--- src/rtl/phn_ram.sv ---
// Generic single-port-write, single-port-read RAM with registered read data.
// No dependencies.
`default_nettype none

module phn_ram #(
	parameter int WIDTH = 64,
	parameter int DEPTH = 64
) (
	input  wire logic                                   clk,
	input  wire logic                                   we,
	input  wire logic [((DEPTH > 1) ? $clog2(DEPTH) : 1)-1:0] waddr,
	input  wire logic [WIDTH-1:0]                       wdata,
	input  wire logic [((DEPTH > 1) ? $clog2(DEPTH) : 1)-1:0] raddr,
	output logic      [WIDTH-1:0]                       rdata
);

	logic [WIDTH-1:0] mem_q [DEPTH];

	always_ff @(posedge clk) begin
		if (we) begin
			mem_q[waddr] <= wdata;
		end
		rdata <= mem_q[raddr];
	end

endmodule

`default_nettype wire

--- config.mk ---
export PLATFORM = sky130hd
export DESIGN_NAME = phn_ram
export DESIGN_NICKNAME = d
export VERILOG_FILES = /design/src/rtl/phn_ram.sv
export SDC_FILE = /design/constraint.sdc
export NUM_CORES = 2
export LEC_CHECK = 0
export BUFFER_PORTS_ARGS = -buffer_cell sky130_fd_sc_hd__buf_2
export CAP_MARGIN = 20
export CORE_UTILIZATION = 35
export DETAILED_ROUTE_END_ITERATION = 10
export GPL_ROUTABILITY_DRIVEN = 1
export PLACE_DENSITY_LB_ADDON = 0.1
export SLEW_MARGIN = 15
export SYNTH_ARGS = -nofsm -noshare
export SYNTH_HDL_FRONTEND = slang
export SYNTH_SLANG_ARGS = --single-unit
export TNS_END_PERCENT = 1
--- constraint.sdc ---
create_clock -name clk -period 7.1 [get_ports clk]
set_clock_uncertainty 0.1 [all_clocks]
set_input_delay 0.355 -clock clk [delete_from_list [all_inputs] [get_ports clk]]
set_output_delay 0.355 -clock clk [all_outputs]
set_load 0.05 [all_outputs]
==> metrics.csv <==
stage;metric;value;unit
grt;grt_pass1_vias;77200;
power_and_ir_drop;power_density;291;nW/um^2
outcome;outcome;complete, no violations;
setup_path;cp_max_fo;31;
clocking;htreeDepth;5;
setup_path;rr_worst_depth;5;
grt;grt_pass1_wl;678000;um
clocking;ctsLongestPathBuffers;4;
detailed_routing;drc;0;
synth;ys.flop_type;edfxtp_1;
clocking;numCtsBuffers;454;
floorplan;start_util;0.351;
grt;grt_max_degree;107;
setup_path;timing.rr.start;mem_q[55][7]$_DFFE_PP_;
placed_design;port_buffers;141;
clocking;tritoncts;yes;
detailed_routing;vias;75100;
clocking;cts_hold_buf;51;
detailed_routing;routed_wl;501000;um
power_and_ir_drop;leakagePower;55.8;nW
floorplan;dieHeight;670;um
clocking;clock_latency;990;ps
sta;timing.fmax;289;MHz
floorplan;pin_count;142;
synth;synth_nets;6676;
job;cap_viol_max_count;0;
cells_and_area;fin_area;181000;sq um
sta;tightest_slew;1180;ps
detailed_routing;vias_per_cell;5.58;
sta;slew_viol_final;0;
synth;syn-cell-area;156000;sq um
sta;relSlewSlack;0.216;
clocking;clk_pin_slew;60;ps
setup_path;crit_path_start;waddr[2];
detailed_routing;drtAntennaViolNets;0;
synth;yosysWarnings;0;
setup_path;cp_data_arrival_time;3950;ps
detailed_routing;first_iter_violations;8087;
synth;synth_area_per_cell;23.7;sq um
synth;synth_seq_area_share;0.795;
setup_path;critPathLaunchType;input pin;
placed_design;place.gp.congestion;0.747;
synth;synth_cells;6598;
setup_path;cp-end-kind;flop;
sta;setup_viol;0;
cells_and_area;fin_nets;7215;
synth;synth-seq-cells;4160;
setup_path;critPathRequiredTime;7590;ps
sta;fin_crit;3460;ps
grt;antenna_found_initial;49;
min_path;hp-class;input pin to flop;
placed_design;dpl.hpwl;265000;um
min_path;hold_path_startpoint;waddr[1];
setup_path;critPathKind;input pin to flop;
sta;hold_viol;0;
synth;ys_types;33;
sta;min_period_over_period;0.487;
floorplan;die_area;449000;sq um
min_path;hold_depth;3;
floorplan;die_w;670;um
grt;grt_usage;0.220;
sta;tns;0;ps
clocking;root_buffer;clkbuf_16;
sta;rsz0062_at_grt;no;
clocking;clock_sinks;4160;
clocking;cts_setup_buffers;0;
power_and_ir_drop;ir_worst_vdd;0.216;mV
placed_design;placed_cell_area;166000;sq um
synth;synth-edff-count;4096;
cells_and_area;syn_to_final_growth;15.6;%
grt;gr-total-overflow;0;
floorplan;coreArea;445000;sq um
cells_and_area;drive_above_1_share;0.281;
synth;synthArstFlopShare;0;
detailed_routing;dr.pass1.iters;5;
floorplan;num_rows;245;
detailed_routing;avgRoutedWirePerCell;37.2;um
cells_and_area;post-route-util;0.406;
clocking;cts-resized-gates;0;
[logic make-up after synthesis]
| group | after synthesis | share of synthesized area |
|---|---|---|
| buf+inv | 389 | 0.0118 |
| compound gates | 504 | 0.0248 |
| simple gates | 386 | 0.0124 |
| flops | 4160 | 0.795 |
| mux | 1159 | 0.156 |
[power by group]
group | leakage [nW] | internal (mW) | switching, mW
Sequential | 37.4 | 27.2 | 0.152
Combinational | 11.6 | 0.892 | 1.75
Clock | 6.87 | 12.9 | 9.69
[cell usage in the layout, fill, tap and decap left out, types with 18 or more instances in the layout]
cell	n
edfxtp_1	4096
clkbuf_16	462
dlygate4sd3_1	68
buf_12	65
bufinv_16	24
a22oi_1	168
a2bb2oi_1	19
nand3_1	45
nor2b_1	24
inv_1	19
a31oi_1	18
or2_2	28
mux2i_1	135
nand2_1	54
clkinv_2	77
dfxtp_1	64
mux4_2	1024
o221ai_1	38
and3_1	64
a211oi_1	63
buf_2	124
o22ai_1	83
or3_1	29
buf_4	191
a41oi_1	26
a22o_1	88
nor2_1	47
clkinv_1	119
nor2_4	65
clkbuf_1	127
[critical path: stages]
cell and delay [ps]:
dlygate4sd3_1 530, buf_2 260, nand4_1 820, nor2_4 1010, buf_4 640
[routing by layer]
layer  GRT usage  up-vias  routed length, um
met4      0.0484       10              11200
met2       0.365     2373             246000
met1       0.311    42600             217000
li1            -    29700                  -
met5           0        -                 62
met3      0.0306      529              26700
[registers in the layout, indices dropped and copies added (netlist names)]
name,flops
mem_q,4096
rdata,64
[through the flow]
step | setup slack (ps) | power, mW | std cells | hold slack, ps
2_1_floorplan | 1210 | 29.2 | 6598 | 354
3_3_place_gp | 2980 | 30.5 | 12500 | 726
3_5_place_dp | 2920 | 30.5 | 12500 | 728
4_1_cts | 3770 | 53.1 | 13400 | 0.0564
5_1_grt | 3720 | 54.1 | 13500 | 128
6_report | 3640 | 52.5 | 13500 | 122
[path summary, 6_finish.rpt]
kind	slack (ps)	to
setup / recovery	3640	mem_q[47][49]$_DFFE_PP_
hold / removal	120	mem_q[48][62]$_DFFE_PP_
setup reg to reg	4770	rdata[7]$_DFF_P_
hold reg to reg	750	rdata[61]$_DFF_P_
[layout make-up]
| type | instances | area, sq um |
|---|---|---|
| fill | 39200 | 264000 |
| multi-input combinational | 2049 | 30800 |
| sequential | 4160 | 124000 |
| clock inverter | 247 | 1940 |
| tap | 5928 | 7420 |
| timing repair buffer | 453 | 4150 |
| inverter | 19 | 71.3 |
| antenna | 10 | 25.0 |
| clock buffer | 597 | 12100 |
[cell usage after synthesis, types with 3 or more instances]
master / number / share of area
a211oi_1: 63 / 0.0030
a22o_1: 88 / 0.0049
a22oi_1: 168 / 0.0081
a2bb2oi_1: 19 / 0.0011
a31oi_1: 18 / 0.00072
a41oi_1: 26 / 0.0015
and2_1: 3 / 0.00012
and3_1: 64 / 0.0026
buf_1: 20 / 0.00048
buf_2: 170 / 0.0054
buf_4: 34 / 0.0016
buf_6: 6 / 0.00043
clkbuf_1: 140 / 0.0034
dfxtp_1: 64 / 0.0082
edfxtp_1: 4096 / 0.79
inv_1: 19 / 0.00046
mux2i_1: 135 / 0.0086
mux4_2: 1024 / 0.15
nand2_1: 58 / 0.0014
nand2b_1: 11 / 0.00044
nand3_1: 45 / 0.0014
nor2_1: 112 / 0.0027
nor2b_1: 28 / 0.0011
o221ai_1: 38 / 0.0021
o22ai_1: 83 / 0.0033
or2_2: 28 / 0.0011
or3_1: 29 / 0.0012
(Power assumes the default switching activity.)
