==> src/rtl/phn_pkg.sv <==
// Shared types and constants for the position histogram normalizer.
// No dependencies; used by every module of the block except phn_ram.
`default_nettype none

package phn_pkg;

	localparam int NUM_BINS_DEF = 64;

	// field widths
	localparam int POS_W      = 32;
	localparam int CORPUS_W   = 31;
	localparam int YR_W       = 17;
	localparam int CNT_W      = 32;
	localparam int BIN_OUT_W  = 6;
	localparam int S_DATA_W   = 32;
	localparam int M_DATA_W   = 104;

	// configuration port
	localparam int CFG_IDX_W  = 2;
	localparam int CFG_DATA_W = 31;
	localparam logic [CFG_IDX_W-1:0] CFG_CORPUS_SIZE = 2'd0;
	localparam logic [CFG_IDX_W-1:0] CFG_Y_RANGE     = 2'd1;
	localparam logic [CFG_IDX_W-1:0] CFG_NORMALIZE   = 2'd2;

	localparam logic [CORPUS_W-1:0] CORPUS_RST = 31'd1;
	localparam logic [YR_W-1:0]     Y_RANGE_RST = 17'd256;

	// item kinds on s_tuser
	localparam logic KIND_HIT    = 1'b0;
	localparam logic KIND_FINISH = 1'b1;

	// shared divider
	localparam int DIV_NUM_W  = 50;
	localparam int DIV_Q_W    = 17;
	localparam int DIV_STEP_W = 5;
	localparam logic [DIV_STEP_W-1:0] SCALE_STEPS = 5'd17;

	typedef struct packed {
		logic                  start;
		logic [DIV_STEP_W-1:0] steps;
	} div_req_t;

	// one bin entry in the store
	typedef struct packed {
		logic [CNT_W-1:0] count;
		logic [CNT_W-1:0] first;
	} bin_entry_t;

	localparam int ENTRY_W = $bits(bin_entry_t);

endpackage

`default_nettype wire

==> src/rtl/phn_div.sv <==
// Restoring divider, one quotient bit per cycle, shared by bin mapping and scaling.
// Depends on phn_pkg. Caller pre-shifts the divisor by steps-1 and guarantees
// the quotient fits in steps bits.
`default_nettype none

module phn_div
	import phn_pkg::*;
(
	input  wire logic                 clk,
	input  wire logic                 arst_n,
	input  wire div_req_t             req,
	input  wire logic [DIV_NUM_W-1:0] num,
	input  wire logic [DIV_NUM_W-1:0] den_sh,
	output logic                      done,
	output logic      [DIV_Q_W-1:0]   quot
);

	logic [DIV_NUM_W-1:0]  rem_q;
	logic [DIV_NUM_W-1:0]  dsh_q;
	logic [DIV_Q_W-1:0]    quot_q;
	logic [DIV_STEP_W-1:0] cnt_q;
	logic                  done_q;
	logic                  ge;

	assign ge = (rem_q >= dsh_q);

	always_ff @(posedge clk or negedge arst_n) begin
		if (!arst_n) begin
			cnt_q  <= '0;
			done_q <= 1'b0;
		end else if (req.start) begin
			cnt_q  <= req.steps;
			done_q <= 1'b0;
		end else begin
			done_q <= (cnt_q == DIV_STEP_W'(1));
			if (cnt_q != '0) begin
				cnt_q <= cnt_q - DIV_STEP_W'(1);
			end
		end
	end

	always_ff @(posedge clk) begin
		if (req.start) begin
			rem_q  <= num;
			dsh_q  <= den_sh;
			quot_q <= '0;
		end else if (cnt_q != '0) begin
			if (ge) begin
				rem_q <= rem_q - dsh_q;
			end
			dsh_q  <= dsh_q >> 1;
			quot_q <= {quot_q[DIV_Q_W-2:0], ge};
		end
	end

	assign done = done_q;
	assign quot = quot_q;

endmodule

`default_nettype wire

==> config.mk <==
export PLATFORM = sky130hd
export DESIGN_NAME = phn_div
export DESIGN_NICKNAME = d
export VERILOG_FILES = /design/src/rtl/phn_pkg.sv /design/src/rtl/phn_div.sv
export SDC_FILE = /design/constraint.sdc
export NUM_CORES = 1
export LEC_CHECK = 0
export BUFFER_PORTS_ARGS = -buffer_cell sky130_fd_sc_hd__buf_2
export CORE_UTILIZATION = 58
export CTS_CLUSTER_DIAMETER = 60
export DETAILED_ROUTE_END_ITERATION = 6
export GPL_TIMING_DRIVEN = 0
export PLACE_DENSITY = 0.78
export SYNTH_ARGS = -nofsm -noshare
export SYNTH_HDL_FRONTEND = slang
export SYNTH_SLANG_ARGS = --single-unit
export TNS_END_PERCENT = 100
==> constraint.sdc <==
create_clock -name clk -period 4.78 [get_ports clk]
set_input_delay 0.956 -clock clk [delete_from_list [all_inputs] [get_ports clk]]
set_output_delay 0.956 -clock clk [all_outputs]
set_load 0.01 [all_outputs]
==> impl_results.md <==
* Register area share after synthesis at a little over two fifths
* FF-to-FF setup slack at about 830 ps
* All-Layer GR Usage at about a third
* Max Buffers Root-to-Sink at 2
* Die X at between 100 and 150 µm
* Crit end category: flip-flop
* Post-DP HPWL at approximately 16 mm
* Vias in the first global route at 7234
* Fin util at between 70% and 80%
* CTS Buf Count at 17
* Clock slew at the register clock pins of the worst setup and hold paths at roughly 60 ps
* Post-synth top flop: edfxtp_1
* I/O pins at roughly 130
* Flops & latches, synth at around 120
* Final ANT Viol Nets at 0
* Vias at ~8000
* Total wire length at 22.4 mm
* Port buffer count at ~130
* 1st-pass router iterations at 5
* Worst hold path class: in -> async
* N_diodes at 0
* Fin crit period at around 3900 ps
* Synth top area share at a little over a third
* Initial Utilization at roughly three fifths
* H-tree levels at 4
* Synth top cells by count: nand2_1 (181), o21ai_0 (114), a21oi_1 (101), edfxtp_1 (100), inv_1 (73)
* Leak Pwr at around 4.3 nW
* Clock Latency Late Sink at around 440 ps
* Post-Syn Instances at 986
* Die area at approximately 0.015 mm²
* CP required at about 5000 ps
* EDFF count, synth at 100
* Yosys cell types at 62
* Core area at around 0.014 mm²
* Max Fclk at between 200 and 300 MHz
* Ys async rst share at between 4 and 5%
* Placed Instance Area at between 0.009 and 0.01 mm²
* Hold Vio Cnt, Final at 0
* Postcts setup bufs at 0
* Worst-margin pin slew at roughly 900 ps
* DRC violations left at 0
* Row count at 43
* Mapped Area at 0.00837 mm²
* CTS resizes at 0
* # setup viols final at 0
* Via density at 5.88
* Max Clock Skew at around 10 ps
* Final WS setup at between 800 and 900 ps
* WS Path Type: reg -> reg
* Die height at 122 µm
* Area Overhead vs Synth at 17.6%
* Total gr overflow at 0
* Share of cells above drive strength 1 at between 15 and 20%
* Fin Setup TNS at 0 ps
* Startpoint Class: flip-flop
* Fin. max-slew vios at 0
* Root buffer cell: clkbuf_16
* Grt met3 use at under 10%
* Wire length of the first global-routing pass at 35.8 mm
* Pwr Density at 635 mW/mm²
* Mapped Avg Cell Area at 8.49 µm²
* Final period utilization at between 80% and 90%
* Design Area, Final at 0.00984 mm²
* Critical R2R Launch: rem_q[0]
* RePlAce Congestion at between 0.9 and 1
* Gr busiest metal: met2
* Most numerous cell in the Yosys netlist: nand2_1
* Yosys warnings at 0
* Clk sinks at ~120
* Cell taking the most area after synthesis: edfxtp_1
* RSZ-0062 raised after global routing: no
* TritonCTS clock tree: yes
* Worst R2R End: rem_q[26]
* Slew headroom at 39.9%
* Max Cap Violations at 0
* Met2 usage at about 49%
* Final Net Count at approximately 1300
* Hold-fix buffers, CTS at 0
* Largest cells by area after synthesis: edfxtp_1 (36%), nand2_1 (8.1%), ha_1 (7.9%)
* Wire length per cell at approximately 17 µm
* Syn Nets at 1148
* Initial DRC Count at between 700 and 800
* Crit path DAT at roughly 4100 ps
* Peak supply drop at around 280 µV
* Pre-CTS setup slack at about 910 ps
* Status: completed
* Antenna violations before repair at 0
* Crit path max fanout at 37
* Largest net degree at the start of global routing at 38
* R2r worst-path depth at 12
* Met1 Use GR at 43.6%
* Placed Cells at about 1300
* Fin cells at roughly 1300
==> worst max-delay path, stage by stage (launching register included) <==
cell and delay [ps]:
edfxtp_1 330, inv_1 40, ha_1 210, fa_1 400
nand2b_1 180, a21oi_1 250, o21a_1 280, o21ai_2 140
a2111oi_4 530, nor3_2 140, o31ai_2 380, a21o_2 430
buf_12 300
==> final cells by class <==
type | count | area (µm²)
fillers | 1180 | 4150
inverters | 73 | 274
flip-flops and latches | 123 | 3490
clock buffers | 19 | 475
well taps | 180 | 225
repair buffers | 127 | 666
plain buffers | 59 | 235
clock inverters | 13 | 100
multi-input cells | 731 | 4370
==> cell usage in the layout (no fill, tap or decap), drive strengths merged, types with 4 or more instances in the layout <==
cell type / n
a211oi: 7
a21o: 28
a21oi: 101
a311oi: 5
and2: 6
and3: 6
buf: 142
clkbuf: 63
clkinv: 6
dfrtp: 6
dfxtp: 17
edfxtp: 100
ha: 53
inv: 80
nand2: 182
nand2b: 5
nand3: 11
nand4: 23
nor2: 40
nor3: 20
nor4: 5
o211ai: 6
o21a: 7
o21ai: 120
o21bai: 16
o31a: 4
o31ai: 9
or2: 4
or3: 5
xnor2: 20
xor2: 13
==> through the flow <==
stage	power (mW)	hold slack (ps)
final	6.25	335
after detailed placement	4.90	449
after global routing	6.69	352
after global placement	4.82	438
after CTS	6.19	346
after floorplan	4.15	476
==> state kept, by name, summed over array words and instances, names as in the netlist <==
signal and count:
dsh_q 50, rem_q 50, quot 17, cnt_q 5, done 1
==> worst max path at each step <==
stage	from	to	slack, ps	depth (start not counted)
5_1_grt	dsh_q[0]	rem_q[26]	660	11
3_3_place_gp	dsh_q[0]	rem_q[26]	-170	10
2_1_floorplan	dsh_q[0]	rem_q[0]	890	10
6_report	rem_q[0]	rem_q[26]	830	12
4_1_cts	rem_q[0]	rem_q[26]	890	12
3_5_place_dp	dsh_q[0]	rem_q[26]	910	11
==> per-layer routing <==
metal | vias to the layer above | part of all wire (%)
met2 | 319 | 45
met5 | - | 0
met4 | 0 | 1.8
met3 | 43 | 7.0
met1 | 3616 | 46
li1 | 3817 | -
==> power breakdown <==
part,switching [mW],total (mW),internal (mW)
registers,0.108,1.70,1.59
clock network,0.538,1.27,0.732
logic,2.05,3.29,1.23
total,2.70,6.25,3.55
==> cell families (layout without fill, tap and decap cells) <==
logic type / count (synthesis) / after routing / synth area share [%]
xor+xnor: 33 / 33 / 3.45
fa+ha+maj: 54 / 54 / 8.16
mux: 1 / 1 / 0.120
flops: 123 / 123 / 41.7
simple gates: 322 / 322 / 17.4
compound gates: 321 / 321 / 23.1
buf+inv: 132 / 291 / 6.08
Note: power is estimated with default switching activity, not from simulation.
